File: src/rtl/dpr_pkg.sv
// Shared constants, codes and control types for the disc placement and raster block.
`default_nettype none

package dpr_pkg;

    // Table depth and coordinate format (unsigned Q12.8).
    localparam int MAX_DISCS      = 64;
    localparam int COORD_INT_BITS = 12;
    localparam int FRAC_BITS      = 8;
    localparam int COORD_W        = COORD_INT_BITS + FRAC_BITS;
    localparam int SQ_W           = 2 * COORD_W;
    localparam int DIST_W         = SQ_W + 1;
    localparam int IDX_W          = (MAX_DISCS > 1) ? $clog2(MAX_DISCS) : 1;
    localparam int CNT_W          = $clog2(MAX_DISCS + 1);
    localparam int HALF_PIXEL     = 1 << (FRAC_BITS - 1);

    // Attempt budget: max(MIN_TRIES, TRIES_PER_DISC * target).
    localparam int TRIES_PER_DISC = 100;
    localparam int MIN_TRIES      = 100;
    localparam int ATT_W          = $clog2(TRIES_PER_DISC * MAX_DISCS + 1);

    // Register field widths.
    localparam int TARGET_W = 7;
    localparam int HEIGHT_W = 32;
    localparam int CFG_W    = 32;
    localparam int CFG_IDX_W = 2;

    // Stream payload widths.
    localparam int OP_W       = 2;
    localparam int IN_DATA_W  = 2 * COORD_W + 2 * COORD_INT_BITS;
    localparam int RES_W      = 1 + 7 + 1 + HEIGHT_W;
    localparam int OUT_DATA_W = ((RES_W + 7) / 8) * 8;

    // Operation codes.
    typedef enum logic [OP_W-1:0] {
        OP_CAND  = 2'd0,
        OP_PIXEL = 2'd1,
        OP_CLEAR = 2'd2,
        OP_NONE  = 2'd3
    } t_op;

    // Configuration register indexes.
    localparam logic [CFG_IDX_W-1:0] CFG_TARGET = 2'd0;
    localparam logic [CFG_IDX_W-1:0] CFG_RADIUS = 2'd1;
    localparam logic [CFG_IDX_W-1:0] CFG_MINDIST = 2'd2;
    localparam logic [CFG_IDX_W-1:0] CFG_HEIGHT = 2'd3;

    // Commands from the controller to the datapath.
    typedef struct packed {
        logic accept;   // latch the incoming request
        logic setup;    // compute threshold and eligibility, reset scan
        logic issue;    // read the next stored centre
        logic commit;   // update counts and tables, capture the result
        logic respond;  // load the output register
    } t_cmd;

    // Status from the datapath to the controller.
    typedef struct packed {
        logic scan_needed;  // request must visit the stored centres
        logic last_issue;   // current read is the last stored centre
        logic pipe_busy;    // distance pipeline still holds work
        logic out_free;     // output register can take a new result
    } t_status;

endpackage

`default_nettype wire

File: src/rtl/dpr_ctrl.sv
// Controller state machine that sequences one request through the distance datapath.
`default_nettype none

module dpr_ctrl (
    input  wire logic            i_clk,
    input  wire logic            i_rst_n,
    input  wire logic            i_req_valid,
    input  dpr_pkg::t_status     i_status,
    output logic                 o_req_ready,
    output dpr_pkg::t_cmd        o_cmd
);
    import dpr_pkg::*;

    typedef enum logic [5:0] {
        S_IDLE    = 6'b000001,
        S_SETUP   = 6'b000010,
        S_SCAN    = 6'b000100,
        S_DRAIN   = 6'b001000,
        S_FINISH  = 6'b010000,
        S_RESPOND = 6'b100000
    } t_state;

    t_state r_state;
    t_state n_state;

    // Next state and command decode.
    always_comb begin
        n_state        = r_state;
        o_cmd          = '0;
        o_req_ready    = 1'b0;
        case (r_state)
            S_IDLE: begin
                o_req_ready = 1'b1;
                if (i_req_valid) begin
                    o_cmd.accept = 1'b1;
                    n_state      = S_SETUP;
                end
            end
            S_SETUP: begin
                o_cmd.setup = 1'b1;
                n_state     = i_status.scan_needed ? S_SCAN : S_FINISH;
            end
            S_SCAN: begin
                o_cmd.issue = 1'b1;
                if (i_status.last_issue) begin
                    n_state = S_DRAIN;
                end
            end
            S_DRAIN: begin
                if (!i_status.pipe_busy) begin
                    n_state = S_FINISH;
                end
            end
            S_FINISH: begin
                o_cmd.commit = 1'b1;
                n_state      = S_RESPOND;
            end
            S_RESPOND: begin
                if (i_status.out_free) begin
                    o_cmd.respond = 1'b1;
                    n_state       = S_IDLE;
                end
            end
            default: begin
                n_state = S_IDLE;
            end
        endcase
    end

    // State register.
    always_ff @(posedge i_clk) begin
        if (!i_rst_n) begin
            r_state <= S_IDLE;
        end else begin
            r_state <= n_state;
        end
    end

endmodule

`default_nettype wire

File: config.mk
export PLATFORM = sky130hd
export DESIGN_NAME = dpr_ctrl
export DESIGN_NICKNAME = d
export VERILOG_FILES = /design/src/rtl/dpr_pkg.sv /design/src/rtl/dpr_ctrl.sv
export SDC_FILE = /design/constraint.sdc
export NUM_CORES = 1
export LEC_CHECK = 0
export ABC_AREA = 0
export BUFFER_PORTS_ARGS = -buffer_cell sky130_fd_sc_hd__buf_2
export CAP_MARGIN = 15
export CORE_AREA = 2 2 39 41
export CTS_CLUSTER_DIAMETER = 50
export DETAILED_ROUTE_END_ITERATION = 16
export DIE_AREA = 0 0 41 43
export GPL_ROUTABILITY_DRIVEN = 0
export PLACE_DENSITY = 0.54
export SLEW_MARGIN = 30
export SYNTH_ARGS = -nofsm -noshare
export SYNTH_HDL_FRONTEND = slang
export SYNTH_SLANG_ARGS = --single-unit
File: constraint.sdc
create_clock -name i_clk -period 1.72 [get_ports i_clk]
set_clock_uncertainty 0.1 [all_clocks]
set_input_delay 0.258 -clock i_clk [delete_from_list [all_inputs] [get_ports i_clk]]
set_output_delay 0.258 -clock i_clk [all_outputs]
set_load 0.005 [all_outputs]
==> impl_metrics.yaml <==
outcome:
  outcome: "finished clean"
pwr:
  ir_drop_uv: 407
  total_power_mw: 0.451
  p_int_mw: 0.306
  power_leakage_nw: 0.216
  powerDensity_nw_per_um2: 888
  clock_power_share: 0.268
  swShare: 0.322
  pwr-share-comb: 0.318
  seqPwrFrac: 0.413
  p_sw_mw: 0.145
worst_setup_path:
  rrSetupSlack_ps: 220
  cp.arrival_ps: 1320
  path_max_fanout: 5
  cp-end-kind: "output port"
  path_class: "flop to output port"
  cp.required_ps: 1360
  start_kind: "flop"
layout:
  multi_input_area_um2: 263
  drive_gt1_frac: 0.365
  final_cells: 79
  fillers: 157
  areaGrowthSynthToFinish_pct: 26.9
  regMostFlops: "r_state"
  nets: 72
  final-seq-area_um2: 124
  largest_reg_flops: 6
  reg_top3: "r_state (6)"
  diodes: 0
logic_synthesis:
  synth.cell_area_um2: 400
  synth-seq-cells: 6
  avgSynthCellArea_um2: 8.01
  syn_nets: 57
  synthDominantCellAreaShare: 0.300
  synth_cell_type_count: 25
  yosys_warnings: 0
  synthCells: 50
  yosys.area.top_type: "dfxtp_1"
  synthTopCellsByArea: "dfxtp_1 (30%), nor3_1 (6.3%), nor4_2 (6.3%)"
  yosysSeqAreaShare: 0.300
timing:
  fin_crit_ps: 1680
  rsz0062_at_grt: "true"
  relSlewSlack: 0.814
  finalHoldViolations: 0
  slew_violations: 0
  fmax_mhz: 596
  period_share: 0.976
  max_slew.worst_pin.slew_ps: 278
  setup_viol: 0
detailed_routing:
  drc: 0
  via_per_inst: 5.11
  ant_nets: 0
  wl_um: 903
  first_pass_iters: 2
  drt-initial-drc-count: 1
  vias: 404
  avgRoutedWirePerCell_um: 11.4
grt:
  busiest_layer: "met2"
  grtUsageMet3: 0.0366
  grt_first_pass_wirelength_um: 1390
  antenna_found_initial: 0
  grt_pass1_vias: 371
  gr-total-overflow: 0
  grt_usage: 0.118
  globalRouteMet2Util: 0.169
  use_met1: 0.142
  grt_start_max_net_pins: 10
clock_tree:
  cts.sinks: 6
  cts_buffers: 3
  clock_latency_ps: 230
  path_clk_slew_ps: 40
  clockBufferDepth: 2
  root_buffer: "clkbuf_4"
  cts_tree: "yes"
  htreeDepth: 1
floorplan:
  core.rowCount: 14
  core_area_um2: 1380
  design.portCount: 13
  dieArea_um2: 1760
  fp.dieH_um: 43
  die_w_um: 41
  initial_core_util: 0.289
flow_run:
  cap_violations: 0
placement:
  placed_cells: 76
  portBuffers: 12
  dpl.hpwl_um: 722
min_path:
  hold_class: "primary input to flop"
## placed cells by master (no fill, tap or decap), drive strengths merged
cell type  instances
a21oi              3
a22oi              1
a31o               1
a32oi              1
and2               3
buf               12
clkbuf             3
dfxtp              6
inv                5
nand2              5
nand2b             1
nand4              1
nand4b             1
nor2               3
nor2b              2
nor3               5
nor3b              3
nor4               2
o21ai              1
o221ai             2
o22ai              1
xor2               1
## repair_timing
item                                    CTS  global route
endpoints found under the setup margin    0             4
hold endpoints to repair                  0             0
setup buffers                             0             0
hold buffers                              0             0
gates resized for setup                   0             5
## power groups by stage
stage	registers, mW	clock network (mW)	logic (mW)
4_1_cts	0.177	0.131	0.137
5_1_grt	0.189	0.135	0.160
3_5_place_dp	0.180	0	0.136
2_1_floorplan	0.163	0	0.111
3_3_place_gp	0.180	0	0.137
6_report	0.187	0.121	0.144
## worst max-delay path, cell delays in order (launching register included)
cell and delay, ps:
dfxtp_1 360, nor2_1 210, nand4b_1 200, inv_1 100, and2_1 110, buf_2 100
## cells in the mapped netlist
library cell	number
o21ai_0	1
a31o_1	1
nor2b_1	2
o221ai_1	1
dfxtp_1	6
a21oi_1	3
nor3b_1	2
and2_2	1
a32oi_1	1
nand4b_1	1
nand2_1	5
nor4_2	2
inv_1	5
nor3b_2	1
a22oi_1	1
buf_2	1
o221ai_2	1
xor2_1	1
and2_1	2
buf_6	1
nor2_1	3
nor3_1	5
nand2b_1	1
nand4_1	1
o22ai_1	1
## metrics by stage
step	hold WS, ps	setup TNS (ps)	setup slack [ps]	cell area (um2)	utilization
after floorplan	237	0	323	400	-
after global placement	410	0	153	464	0.335
after detailed placement	417	0	154	464	0.335
after CTS	166	0	17.6	487	0.352
after global routing	180	-65.2	-38.2	508	0.367
final	173	0	41.5	508	0.367
## area by class of cell
cell class / count / share of cell area
Multi-Input combinational cell: 37 / 0.517
Sequential cell: 6 / 0.244
Timing Repair Buffer: 12 / 0.118
Clock buffer: 3 / 0.0443
Tap cell: 16 / 0.0394
Inverter: 5 / 0.0369
## layer usage
| layer | vias to the layer above | wire [um] |
|---|---|---|
| met2 | 6 | 473 |
| met5 | - | 0 |
| met4 | 0 | 14 |
| met1 | 188 | 382 |
| li1 | 208 | - |
| met3 | 2 | 32 |
## path summary, 6_finish.rpt
kind / startpoint / end / cells past startpoint
setup / recovery: r_state[1] / o_cmd[4] / 5
hold / removal: i_rst_n / r_state[0] / 2
hold reg to reg: r_state[5] / r_state[5] / 1
setup reg to reg: r_state[5] / r_state[0] / 4
## cells by family (layout without fill, tap and decap cells)
family	after synthesis	after routing	synth area share
DFF	6	6	0.300
buffers and inverters	7	20	0.0875
and+or+nand+nor	26	26	0.403
AOI/OAI and AO/OA	10	10	0.187
xor gates and xnor gates	1	1	0.0219
No activity file was read; power rests on OpenSTA's default activity.
